==> src/rscs_pkg.sv <==
// Shared types and constants for the radial simplify and corner-cut smoother.
// Used by the interfaces, the controller, the datapath and the top level.
package rscs_pkg;

  localparam int MAX_PASSES  = 3;
  localparam int COORD_BITS  = 24;
  localparam int FRAC_BITS   = 8;
  localparam int RADIUS_BITS = 12;
  localparam int PASS_BITS   = 2;
  localparam int K_BITS      = $clog2(MAX_PASSES + 1);
  localparam int STACK_DEPTH = 2 * MAX_PASSES + 1;
  localparam int SP_BITS     = $clog2(STACK_DEPTH + 1);
  localparam int DIFF_BITS   = COORD_BITS + 1;
  localparam int SQ_BITS     = 2 * DIFF_BITS;
  localparam int SUM_BITS    = SQ_BITS + 1;
  localparam int RQ_BITS     = RADIUS_BITS + FRAC_BITS;
  localparam int THR_BITS    = 2 * RQ_BITS;
  localparam int CFG_IDX_BITS = 1;

  // Register indexes on the configuration channel.
  localparam logic [CFG_IDX_BITS-1:0] REG_SMOOTH_PASSES = 1'b0;
  localparam logic [CFG_IDX_BITS-1:0] REG_DROP_RADIUS   = 1'b1;

  localparam logic [PASS_BITS-1:0]   PASSES_RESET = 2'd2;
  localparam logic [RADIUS_BITS-1:0] RADIUS_RESET = 12'd35;

  typedef logic signed [COORD_BITS-1:0] coord_t;

  typedef struct packed {
    coord_t x;
    coord_t y;
  } pt_t;

  // One pending call into the smoothing stages.
  typedef struct packed {
    logic [K_BITS-1:0] k;
    pt_t               pt;
    logic              last;
  } feed_t;

  typedef enum logic [2:0] {
    SRC_H0,
    SRC_H1,
    SRC_H2,
    SRC_P,
    SRC_PEND
  } src_t;

  typedef enum logic [3:0] {
    ST_IDLE,
    ST_DISPATCH,
    ST_HEAD_PUSH,
    ST_HEAD_RUN,
    ST_SEL,
    ST_DIST1,
    ST_DIST2,
    ST_DIST3,
    ST_PK_FEED,
    ST_PK_RUN,
    ST_PK_SET,
    ST_NEXT,
    ST_FIN,
    ST_FIN_RUN,
    ST_END
  } state_t;

  typedef struct packed {
    logic head_write;
    logic push;
    logic push_direct;
    logic push_last;
    src_t src;
    logic pk_set;
    logic path_end;
  } cmd_t;

  typedef struct packed {
    logic       stk_empty;
    logic       far;
    logic [1:0] hc;
    logic       pending_valid;
    logic       last;
    logic       p_eq_kept;
    logic       radius_zero;
  } stat_t;

endpackage

==> src/rscs_if.sv <==
// Handshake channel interfaces: input points, output points and register writes.
// Depends on rscs_pkg for the coordinate and register widths.
interface rscs_point_if import rscs_pkg::*; ();
  logic   valid;
  logic   ready;
  coord_t point_x;
  coord_t point_y;
  logic   last_point;
  modport source (output valid, output point_x, output point_y, output last_point,
                  input ready);
  modport sink (input valid, input point_x, input point_y, input last_point,
                output ready);
endinterface

interface rscs_smooth_if import rscs_pkg::*; ();
  logic   valid;
  logic   ready;
  coord_t smooth_x;
  coord_t smooth_y;
  logic   last_out;
  modport source (output valid, output smooth_x, output smooth_y, output last_out,
                  input ready);
  modport sink (input valid, input smooth_x, input smooth_y, input last_out,
                output ready);
endinterface

interface rscs_cfg_if import rscs_pkg::*; ();
  logic                    valid;
  logic                    ready;
  logic [CFG_IDX_BITS-1:0] index;
  logic [RADIUS_BITS-1:0]  data;
  modport source (output valid, output index, output data, input ready);
  modport sink (input valid, input index, input data, output ready);
endinterface

==> src/rscs_ctrl.sv <==
// Controller state machine: sequences head handling, distance tests, kept-point
// updates and path end. Depends on rscs_pkg; drives the datapath by cmd_t.
module rscs_ctrl import rscs_pkg::*; (
  input  logic   clk,
  input  logic   rst,
  input  logic   accept,
  input  stat_t  stat,
  output logic   in_ready,
  output cmd_t   cmd
);

  state_t     state, state_next;
  logic [1:0] ph;
  logic [1:0] j;
  src_t       ph_src;
  src_t       j_src;
  logic       keep_it;

  // Point under test for the current phase.
  always_comb begin
    case (ph)
      2'd0:    ph_src = SRC_H0;
      2'd1:    ph_src = SRC_H1;
      2'd2:    ph_src = SRC_H2;
      default: ph_src = SRC_P;
    endcase
    case (j)
      2'd0:    j_src = SRC_H0;
      2'd1:    j_src = SRC_H1;
      default: j_src = SRC_H2;
    endcase
  end

  assign keep_it = stat.radius_zero || stat.far;

  // Next state.
  always_comb begin
    state_next = state;
    case (state)
      ST_IDLE:      if (accept) state_next = ST_DISPATCH;
      ST_DISPATCH: begin
        if (stat.hc != 2'd3) begin
          state_next = stat.last ? ST_HEAD_PUSH : ST_IDLE;
        end else begin
          state_next = ST_SEL;
        end
      end
      ST_HEAD_PUSH: state_next = ST_HEAD_RUN;
      ST_HEAD_RUN: begin
        if (stat.stk_empty) state_next = (j == stat.hc) ? ST_END : ST_HEAD_PUSH;
      end
      ST_SEL: begin
        if (ph == 2'd0) begin
          state_next = ST_PK_FEED;
        end else if (ph == 2'd3 && stat.last) begin
          state_next = (stat.radius_zero || !stat.p_eq_kept) ? ST_PK_FEED : ST_FIN;
        end else begin
          state_next = ST_DIST1;
        end
      end
      ST_DIST1:     state_next = ST_DIST2;
      ST_DIST2:     state_next = ST_DIST3;
      ST_DIST3:     state_next = keep_it ? ST_PK_FEED : ST_NEXT;
      ST_PK_FEED:   state_next = stat.pending_valid ? ST_PK_RUN : ST_PK_SET;
      ST_PK_RUN:    if (stat.stk_empty) state_next = ST_PK_SET;
      ST_PK_SET:    state_next = ST_NEXT;
      ST_NEXT: begin
        if (ph != 2'd3) state_next = ST_SEL;
        else            state_next = stat.last ? ST_FIN : ST_IDLE;
      end
      ST_FIN:       state_next = stat.pending_valid ? ST_FIN_RUN : ST_END;
      ST_FIN_RUN:   if (stat.stk_empty) state_next = ST_END;
      ST_END:       state_next = ST_IDLE;
      default:      state_next = ST_IDLE;
    endcase
  end

  // Outputs.
  always_comb begin
    cmd = '0;
    cmd.src = ph_src;
    in_ready = 1'b0;
    case (state)
      ST_IDLE:     in_ready = 1'b1;
      ST_DISPATCH: cmd.head_write = (stat.hc != 2'd3);
      ST_HEAD_PUSH: begin
        cmd.push        = 1'b1;
        cmd.src         = j_src;
        cmd.push_direct = (stat.hc != 2'd3);
        cmd.push_last   = (j == stat.hc - 2'd1);
      end
      ST_PK_FEED: begin
        cmd.push = stat.pending_valid;
        cmd.src  = SRC_PEND;
      end
      ST_PK_SET:   cmd.pk_set = 1'b1;
      ST_FIN: begin
        cmd.push      = stat.pending_valid;
        cmd.push_last = 1'b1;
        cmd.src       = SRC_PEND;
      end
      ST_END:      cmd.path_end = 1'b1;
      default:     cmd.src = ph_src;
    endcase
  end

  // State and sequencing counters.
  always_ff @(posedge clk) begin
    if (rst) begin
      state <= ST_IDLE;
      ph    <= 2'd0;
      j     <= 2'd0;
    end else begin
      state <= state_next;
      if (state == ST_DISPATCH) begin
        j  <= 2'd0;
        ph <= stat.pending_valid ? 2'd3 : 2'd0;
      end
      if (state == ST_HEAD_PUSH) j <= j + 2'd1;
      if (state == ST_NEXT && ph != 2'd3) ph <= ph + 2'd1;
    end
  end

endmodule

==> src/rscs_dp.sv <==
// Datapath: point storage, distance test pipeline, corner-cut stage engine with
// its call stack, configuration registers and the output register. Uses rscs_pkg.
module rscs_dp import rscs_pkg::*; (
  input  logic                    clk,
  input  logic                    rst,
  input  cmd_t                    cmd,
  output stat_t                   stat,
  input  logic                    accept,
  input  coord_t                  point_x,
  input  coord_t                  point_y,
  input  logic                    last_point,
  input  logic                    cfg_valid,
  input  logic [CFG_IDX_BITS-1:0] cfg_index,
  input  logic [RADIUS_BITS-1:0]  cfg_data,
  output logic                    out_valid,
  input  logic                    out_ready,
  output coord_t                  smooth_x,
  output coord_t                  smooth_y,
  output logic                    last_out
);

  logic [PASS_BITS-1:0]   smooth_passes;
  logic [RADIUS_BITS-1:0] drop_radius;
  pt_t                    head [3];
  logic [1:0]             hc;
  pt_t                    kept, pending, p_reg;
  logic                   pending_valid, last_reg;
  pt_t                    prev [MAX_PASSES];
  logic [MAX_PASSES-1:0]  started;
  feed_t                  stack [STACK_DEPTH];
  feed_t                  stack_next [STACK_DEPTH];
  logic [SP_BITS-1:0]     sp, sp_next;
  logic [DIFF_BITS-1:0]   dx, dy;
  logic [SQ_BITS-1:0]     sx, sy;
  logic [THR_BITS-1:0]    thr;
  pt_t                    sel_pt;

  // Source point selection.
  always_comb begin
    case (cmd.src)
      SRC_H0:   sel_pt = head[0];
      SRC_H1:   sel_pt = head[1];
      SRC_H2:   sel_pt = head[2];
      SRC_P:    sel_pt = p_reg;
      SRC_PEND: sel_pt = pending;
      default:  sel_pt = p_reg;
    endcase
  end

  // Distance test: absolute differences, then squares, then compare.
  logic signed [DIFF_BITS-1:0] diff_x, diff_y;
  logic [RQ_BITS-1:0]          rq;
  assign diff_x = DIFF_BITS'(sel_pt.x) - DIFF_BITS'(kept.x);
  assign diff_y = DIFF_BITS'(sel_pt.y) - DIFF_BITS'(kept.y);
  assign rq     = {drop_radius, {FRAC_BITS{1'b0}}};

  always_ff @(posedge clk) begin
    dx  <= diff_x[DIFF_BITS-1] ? DIFF_BITS'(-diff_x) : DIFF_BITS'(diff_x);
    dy  <= diff_y[DIFF_BITS-1] ? DIFF_BITS'(-diff_y) : DIFF_BITS'(diff_y);
    sx  <= SQ_BITS'(dx) * SQ_BITS'(dx);
    sy  <= SQ_BITS'(dy) * SQ_BITS'(dy);
    thr <= THR_BITS'(rq) * THR_BITS'(rq);
  end

  // Stage engine: the top of the stack is either emitted or processed.
  feed_t                top;
  logic [K_BITS-1:0]    n_pass;
  logic                 emit, can_emit, proc;
  pt_t                  a;
  logic                 a_started;
  feed_t                ch [3];
  logic [1:0]           nch;
  logic signed [COORD_BITS+2:0] ae_x, ae_y, pe_x, pe_y, tq_x, tq_y, tr_x, tr_y;

  assign top      = stack[0];
  assign n_pass   = (int'(smooth_passes) > MAX_PASSES) ? K_BITS'(MAX_PASSES)
                                                       : K_BITS'(smooth_passes);
  assign emit     = (sp != '0) && (top.k >= n_pass);
  assign can_emit = !out_valid || out_ready;
  assign proc     = (sp != '0) && (top.k < n_pass);

  always_comb begin
    a = prev[0];
    a_started = 1'b0;
    for (int i = 0; i < MAX_PASSES; i++) begin
      if (top.k == K_BITS'(i)) begin
        a = prev[i];
        a_started = started[i];
      end
    end
  end

  // Corner cuts with floor division by four.
  always_comb begin
    ae_x = (COORD_BITS+3)'(a.x);
    ae_y = (COORD_BITS+3)'(a.y);
    pe_x = (COORD_BITS+3)'(top.pt.x);
    pe_y = (COORD_BITS+3)'(top.pt.y);
    tq_x = (ae_x <<< 1) + ae_x + pe_x;
    tq_y = (ae_y <<< 1) + ae_y + pe_y;
    tr_x = (pe_x <<< 1) + pe_x + ae_x;
    tr_y = (pe_y <<< 1) + pe_y + ae_y;
  end

  // Children of the processed call, in call order.
  always_comb begin
    for (int i = 0; i < 3; i++) begin
      ch[i].k    = top.k + K_BITS'(1);
      ch[i].pt   = top.pt;
      ch[i].last = 1'b0;
    end
    if (a_started) begin
      ch[0].pt.x = tq_x[COORD_BITS+1:2];
      ch[0].pt.y = tq_y[COORD_BITS+1:2];
      ch[1].pt.x = tr_x[COORD_BITS+1:2];
      ch[1].pt.y = tr_y[COORD_BITS+1:2];
      nch = 2'd2;
    end else begin
      nch = 2'd1;
    end
    if (top.last) begin
      ch[nch].pt   = top.pt;
      ch[nch].last = 1'b1;
      nch = nch + 2'd1;
    end
  end

  // Stack update: push from the controller, pop on emit, replace on process.
  always_comb begin
    stack_next = stack;
    sp_next    = sp;
    if (cmd.push) begin
      stack_next[0].k    = cmd.push_direct ? K_BITS'(MAX_PASSES) : '0;
      stack_next[0].pt   = sel_pt;
      stack_next[0].last = cmd.push_last;
      sp_next = SP_BITS'(1);
    end else if (emit && can_emit) begin
      for (int i = 0; i < STACK_DEPTH - 1; i++) stack_next[i] = stack[i+1];
      sp_next = sp - SP_BITS'(1);
    end else if (proc) begin
      for (int i = 0; i < STACK_DEPTH; i++) begin
        if (i < int'(nch)) begin
          stack_next[i] = ch[i];
        end else if (nch == 2'd1) begin
          stack_next[i] = stack[i];
        end else if (nch == 2'd2) begin
          if (i >= 1) stack_next[i] = stack[i-1];
        end else begin
          if (i >= 2) stack_next[i] = stack[i-2];
        end
      end
      sp_next = sp + SP_BITS'(nch) - SP_BITS'(1);
    end
  end

  always_ff @(posedge clk) begin
    stack <= stack_next;
    if (rst) sp <= '0;
    else     sp <= sp_next;
  end

  // Per-stage previous point and started flags.
  always_ff @(posedge clk) begin
    if (rst) begin
      started <= '0;
    end else if (cmd.path_end) begin
      started <= '0;
    end else if (proc && !cmd.push) begin
      for (int i = 0; i < MAX_PASSES; i++) begin
        if (top.k == K_BITS'(i)) started[i] <= !top.last;
      end
    end
  end

  always_ff @(posedge clk) begin
    if (proc && !cmd.push) begin
      for (int i = 0; i < MAX_PASSES; i++) begin
        if (top.k == K_BITS'(i)) prev[i] <= top.pt;
      end
    end
  end

  // Output register.
  always_ff @(posedge clk) begin
    if (rst) begin
      out_valid <= 1'b0;
    end else if (emit && can_emit && !cmd.push) begin
      out_valid <= 1'b1;
    end else if (out_ready) begin
      out_valid <= 1'b0;
    end
  end

  always_ff @(posedge clk) begin
    if (emit && can_emit && !cmd.push) begin
      smooth_x <= top.pt.x;
      smooth_y <= top.pt.y;
      last_out <= top.last;
    end
  end

  // Path state: head buffer, kept and pending points.
  always_ff @(posedge clk) begin
    if (rst) begin
      hc            <= 2'd0;
      pending_valid <= 1'b0;
      kept          <= '0;
      pending       <= '0;
    end else begin
      if (cmd.head_write) hc <= hc + 2'd1;
      if (cmd.pk_set) begin
        pending       <= sel_pt;
        kept          <= sel_pt;
        pending_valid <= 1'b1;
      end
      if (cmd.path_end) begin
        hc            <= 2'd0;
        pending_valid <= 1'b0;
      end
    end
  end

  always_ff @(posedge clk) begin
    if (cmd.head_write) begin
      for (int i = 0; i < 3; i++) begin
        if (hc == 2'(i)) head[i] <= p_reg;
      end
    end
    if (accept) begin
      p_reg.x  <= point_x;
      p_reg.y  <= point_y;
      last_reg <= last_point;
    end
  end

  // Configuration registers.
  always_ff @(posedge clk) begin
    if (rst) begin
      smooth_passes <= PASSES_RESET;
      drop_radius   <= RADIUS_RESET;
    end else if (cfg_valid) begin
      if (cfg_index == REG_SMOOTH_PASSES) smooth_passes <= cfg_data[PASS_BITS-1:0];
      else                                drop_radius   <= cfg_data;
    end
  end

  // Status to the controller.
  always_comb begin
    stat.stk_empty     = (sp == '0);
    stat.far           = ({1'b0, sx} + {1'b0, sy}) > SUM_BITS'(thr);
    stat.hc            = hc;
    stat.pending_valid = pending_valid;
    stat.last          = last_reg;
    stat.p_eq_kept     = (p_reg == kept);
    stat.radius_zero   = (drop_radius == '0);
  end

endmodule

==> src/radial_simplify_chaikin_smoother.sv <==
// Path smoother: radial distance simplification followed by corner cutting.
// Usage:
//   in_pt  - input points (point_x, point_y signed Q16.8, last_point marks path end).
//   out_pt - output points (smooth_x, smooth_y, last_out marks output path end).
//   cfg    - register writes: index 0 is smooth_passes, index 1 is drop_radius.
//   The first three points of a path are held; results appear once the path
//   is long enough or ends. A dropped interior point passes from its accept
//   to the next ready through take, dispatch, select, the three distance
//   pipeline steps (difference, square, compare) and an advance step. A kept
//   point adds a feed step, the engine run over its stage calls and output
//   points until the engine drains, and a set step; output stalls lengthen
//   it. The stage engine handles one call per cycle while the output register
//   can take its point, and its call stack sets the rate.
//   A new item is taken only after the previous one is fully handled; the
//   last output point may still sit in the output register at that time.
//   When the receiver stalls, the output register holds its item and the
//   engine waits; no item is lost. Reset (rst, synchronous) empties the path
//   state and restores smooth_passes to 2 and drop_radius to 35.
//   Configuration writes are always taken; change them only while idle.
module radial_simplify_chaikin_smoother import rscs_pkg::*; (
  input logic   clk,
  input logic   rst,
  rscs_point_if.sink    in_pt,
  rscs_smooth_if.source out_pt,
  rscs_cfg_if.sink      cfg
);

  cmd_t  cmd;
  stat_t stat;
  logic  accept;

  assign accept    = in_pt.valid && in_pt.ready;
  assign cfg.ready = 1'b1;

  rscs_ctrl u_ctrl (
    .clk      (clk),
    .rst      (rst),
    .accept   (accept),
    .stat     (stat),
    .in_ready (in_pt.ready),
    .cmd      (cmd)
  );

  rscs_dp u_dp (
    .clk        (clk),
    .rst        (rst),
    .cmd        (cmd),
    .stat       (stat),
    .accept     (accept),
    .point_x    (in_pt.point_x),
    .point_y    (in_pt.point_y),
    .last_point (in_pt.last_point),
    .cfg_valid  (cfg.valid),
    .cfg_index  (cfg.index),
    .cfg_data   (cfg.data),
    .out_valid  (out_pt.valid),
    .out_ready  (out_pt.ready),
    .smooth_x   (out_pt.smooth_x),
    .smooth_y   (out_pt.smooth_y),
    .last_out   (out_pt.last_out)
  );

endmodule

==> src/flat_wrapper.sv <==
// flat-port wrapper written by rule: the top's interface ports become plain ports
module radial_simplify_chaikin_smoother_flat import rscs_pkg::*;
  (clk, rst, in_pt_valid, in_pt_point_x, in_pt_point_y, in_pt_last_point, in_pt_ready, out_pt_valid, out_pt_smooth_x, out_pt_smooth_y, out_pt_last_out, out_pt_ready, cfg_valid, cfg_index, cfg_data, cfg_ready);
  rscs_point_if in_pt_i ();
  rscs_smooth_if out_pt_i ();
  rscs_cfg_if cfg_i ();
  input logic clk;
  input logic rst;
  input wire logic [$bits(in_pt_i.valid)-1:0] in_pt_valid;
  input wire logic [$bits(in_pt_i.point_x)-1:0] in_pt_point_x;
  input wire logic [$bits(in_pt_i.point_y)-1:0] in_pt_point_y;
  input wire logic [$bits(in_pt_i.last_point)-1:0] in_pt_last_point;
  output wire logic [$bits(in_pt_i.ready)-1:0] in_pt_ready;
  output wire logic [$bits(out_pt_i.valid)-1:0] out_pt_valid;
  output wire logic [$bits(out_pt_i.smooth_x)-1:0] out_pt_smooth_x;
  output wire logic [$bits(out_pt_i.smooth_y)-1:0] out_pt_smooth_y;
  output wire logic [$bits(out_pt_i.last_out)-1:0] out_pt_last_out;
  input wire logic [$bits(out_pt_i.ready)-1:0] out_pt_ready;
  input wire logic [$bits(cfg_i.valid)-1:0] cfg_valid;
  input wire logic [$bits(cfg_i.index)-1:0] cfg_index;
  input wire logic [$bits(cfg_i.data)-1:0] cfg_data;
  output wire logic [$bits(cfg_i.ready)-1:0] cfg_ready;
  assign in_pt_i.valid = in_pt_valid;
  assign in_pt_i.point_x = in_pt_point_x;
  assign in_pt_i.point_y = in_pt_point_y;
  assign in_pt_i.last_point = in_pt_last_point;
  assign in_pt_ready = in_pt_i.ready;
  assign out_pt_valid = out_pt_i.valid;
  assign out_pt_smooth_x = out_pt_i.smooth_x;
  assign out_pt_smooth_y = out_pt_i.smooth_y;
  assign out_pt_last_out = out_pt_i.last_out;
  assign out_pt_i.ready = out_pt_ready;
  assign cfg_i.valid = cfg_valid;
  assign cfg_i.index = cfg_index;
  assign cfg_i.data = cfg_data;
  assign cfg_ready = cfg_i.ready;
  radial_simplify_chaikin_smoother u_core (.clk(clk), .rst(rst), .in_pt(in_pt_i), .out_pt(out_pt_i), .cfg(cfg_i));
endmodule
==> config.mk <==
export PLATFORM = sky130hd
export DESIGN_NAME = radial_simplify_chaikin_smoother_flat
export DESIGN_NICKNAME = d
export VERILOG_FILES = /design/src/rscs_pkg.sv /design/src/rscs_if.sv /design/src/rscs_ctrl.sv /design/src/rscs_dp.sv /design/src/radial_simplify_chaikin_smoother.sv /design/src/flat_wrapper.sv
export SDC_FILE = /design/constraint.sdc
export NUM_CORES = 2
export LEC_CHECK = 0
export BUFFER_PORTS_ARGS = -buffer_cell sky130_fd_sc_hd__buf_2
export CAP_MARGIN = 5
export CORE_MARGIN = 10
export CORE_UTILIZATION = 60
export CTS_CLUSTER_SIZE = 30
export DETAILED_ROUTE_END_ITERATION = 10
export PLACE_DENSITY = 0.84
export REMOVE_ABC_BUFFERS = 1
export SYNTH_ARGS = -nofsm -noshare
export SYNTH_HDL_FRONTEND = slang
export SYNTH_SLANG_ARGS = --single-unit
==> constraint.sdc <==
create_clock -name clk -period 20.8 [get_ports clk]
set_input_delay 6.24 -clock clk [delete_from_list [all_inputs] [get_ports clk]]
set_output_delay 6.24 -clock clk [all_outputs]
set_load 0.05 [all_outputs]
==> summary.md <==
| Metric | Value |
|---|---|
| Hold WC Path Type | reg -> reg |
| Die X | 410 µm |
| Vias in the first global route | 70000 |
| Nets@finish | 10900 |
| Synth Warn # | 0 |
| Cell with the most instances after synthesis | inv_1 |
| WS Path Type | in -> reg |
| I/O Buffers | 117 |
| Yosys cell types | 88 |
| Crit-path most repeated cell | buf_4 |
| Final setup viols | 0 |
| First-pass DRT Iterations | 10 |
| Area leader, netlist | edfxtp_1 |
| CP top delay family | buffers and inverters |
| Clk_skew | 95.1 ps |
| First-pass GRT wire length | 370000 µm |
| Crit path largest cell delay | 1030 ps |
| Least-Margin Pin Slew | 1220 ps |
| Max-slew headroom | 0.185 |
| CTS hold repair buffers | 0 |
| Syn Inst Count | 9084 |
| Worst setup SP type | primary input |
| Max-cap violations | 0 |
| RSZ-0062 raised after global routing | no |
| Final Cycle Share | 0.457 |
| Die ar. | 168000 µm² |
| # DRC | 0 |
| Clock Latency Late Sink | 790 ps |
| Synth top cells by count | 1599 x inv_1, 1109 x fa_1, 1039 x nand2_1, 743 x edfxtp_1, 665 x ha_1 |
| Initial DRC count | 6357 |
| Core box area | 152000 µm² |
| Fin util | 0.643 |
| Die Y | 410 µm |
| Multi-input logic area | 56900 µm² |
| Worst Path Required | 21140 ps |
| R2R Setup Slk | 12000 ps |
| IO Count | 119 |
| FF/Latch Area | 27300 µm² |
| Antenna violations before repair | 4 |
| Post-route non-filler standard cell count | 11200 |
| Vias per cell | 5.93 |
| Synth top area share | 0.244 |
| Area delta synth->final | 6.80% |
| CTS tree | yes |
| Largest cells by area after synthesis | edfxtp_1 24%, fa_1 24%, ha_1 9.1% |
| Hold WS | 459 ps |
| Hpwl dp | 167000 µm |
| TritonCTS buffer count | 101 |
| Antenna viol nets, final | 0 |
| Number of flip-flops in the largest register | 309 |
| CTS Buffer Depth | 3 |
| CTS sink cnt | 994 |
| Routability cong. | 0.913 |
| Final TNS setup | 0 ps |
| Final Hold Vio Count | 0 |
| Min Tclk post-route | 9510 ps |
| H-tree depth | 3 |
| Row count | 143 |
| CTS clk-pin slew, worst paths | 60 ps |
| Share of layout cells above drive strength 1 | 0.0550 |
| Synth Register Bits | 994 |
| Worst-path fanout max | 125 |
| Post_cts resized | 0 |
| Initial Util | 0.603 |
| # fillers | 11400 |
| Overall Global Routing Usage | 0.271 |
| Slew Viols, Final | 0 |
| CP max stage cell | buf_4 |
| Vias | 66200 |
| Setup bufs post-CTS | 0 |
| Seq/Total Area, Yosys | 0.299 |
| Mean post-synth cell area | 10.1 µm² |
| Largest regs | u_core.u_dp.stack x309, u_core.u_dp.head x144, u_core.u_dp.prev x144 |
| Worst EP arrival | 9860 ps |
| CP Capture Type | register |
| Final WL | 228000 µm |
| Cell Area, Synth | 91400 µm² |
| Root buf cell | clkbuf_16 |
| Total gr overflow | 0 |
| Status | complete, no violations |
| Fmax | 105 MHz |
| Async SR Flop Fraction | 0 |
| Register with the most flip-flops | u_core.u_dp.stack |
| DR WL/cell | 20.4 µm |
| Pin count of the biggest net entering global routing | 275 |
| EDFF count, synth | 743 |
| Worst path cell trace | buf_2, nor2b_1, buf_4, nor3_2, buf_4, buf_4, or3_1, o31a_2, buf_4 |
| # placed instances | 11000 |
| Buf/Inv on CP | 5 |
| Predominant post-synthesis flop cell | edfxtp_1 |
## layout by cell type (no fill, tap or decap), types with 30 or more instances in the layout
| cell | Yosys | layout |
|---|---|---|
| and2_1 | 312 | 308 |
| a21o_1 | 136 | 136 |
| nand4_1 | 40 | 40 |
| nand2b_1 | 61 | 60 |
| ha_1 | 665 | 662 |
| clkbuf_16 | 0 | 104 |
| inv_1 | 1599 | 1599 |
| and3_1 | 32 | 30 |
| a21oi_1 | 424 | 423 |
| mux2i_1 | 263 | 263 |
| nor2_1 | 353 | 346 |
| dfxtp_1 | 251 | 251 |
| o21bai_1 | 36 | 36 |
| o21ai_0 | 323 | 323 |
| edfxtp_1 | 743 | 743 |
| o31ai_1 | 228 | 228 |
| xnor2_1 | 237 | 237 |
| buf_4 | 1 | 94 |
| xor2_1 | 157 | 157 |
| a31oi_1 | 31 | 31 |
| nor3_1 | 82 | 79 |
| a22oi_1 | 90 | 90 |
| a211oi_1 | 30 | 30 |
| nor2b_1 | 48 | 46 |
| o21a_1 | 36 | 36 |
| fa_1 | 1109 | 1109 |
| mux2_2 | 55 | 55 |
| buf_2 | 4 | 116 |
| nand3_1 | 64 | 64 |
| nand2_1 | 1039 | 1038 |
## kinds of logic (layout without fill, tap and decap cells)
logic type / Yosys count / count (layout) / share of synthesized area
AOI/OAI and AO/OA: 1508 / 1508 / 0.106
xor gates and xnor gates: 394 / 394 / 0.0377
adders and majority gates: 1774 / 1774 / 0.334
buffers and inverters: 1956 / 2000 / 0.0804
DFF: 994 / 994 / 0.299
muxes: 318 / 318 / 0.0356
other: 1 / 4 / 0.0000410
and+or+nand+nor: 2139 / 2139 / 0.107
## tightest hold or removal path: stages, from the launching register on
cell      delay [ps]
edfxtp_1         320
nand2_1           40
o31ai_1           50
## stage by stage
step,area (µm²),setup WS (ps)
6_report,97600,11290
2_1_floorplan,90100,-32670
5_1_grt,97600,11120
4_1_cts,97600,11450
3_5_place_dp,94100,10690
3_3_place_gp,94100,10790
## final timing paths
kind / start / end / depth (start not counted)
setup reg to reg: u_core.u_dp.dy[11] / u_core.u_dp.sy[46] / 27
hold / removal: u_core.u_dp.stack[43] / u_core.u_dp.stack[94] / 2
hold reg to reg: u_core.u_dp.stack[43] / u_core.u_dp.stack[94] / 2
setup / recovery: out_pt_ready / u_core.u_dp.pe_y[4] / 9
## area by class of cell
cell class	instances	area share
Tap cell	2030	0.0260
Antenna cell	3	0.0000769
Clock inverter	64	0.00810
Sequential cell	994	0.280
Inverter	1599	0.0615
Clock buffer	126	0.0282
Multi-Input combinational cell	6134	0.583
Timing Repair Buffer	211	0.0134
## metal layers
layer / vias up / GRT usage / routed length, µm
met5: - / 0 / 25
met4: 4 / 0.114 / 10600
met3: 706 / 0.0549 / 22000
met2: 3170 / 0.456 / 109000
met1: 32600 / 0.342 / 86200
li1: 29800 / - / -
Power is not shown: default switching activity piles up to over one toggle a cycle in this logic, so the estimate is an artifact.
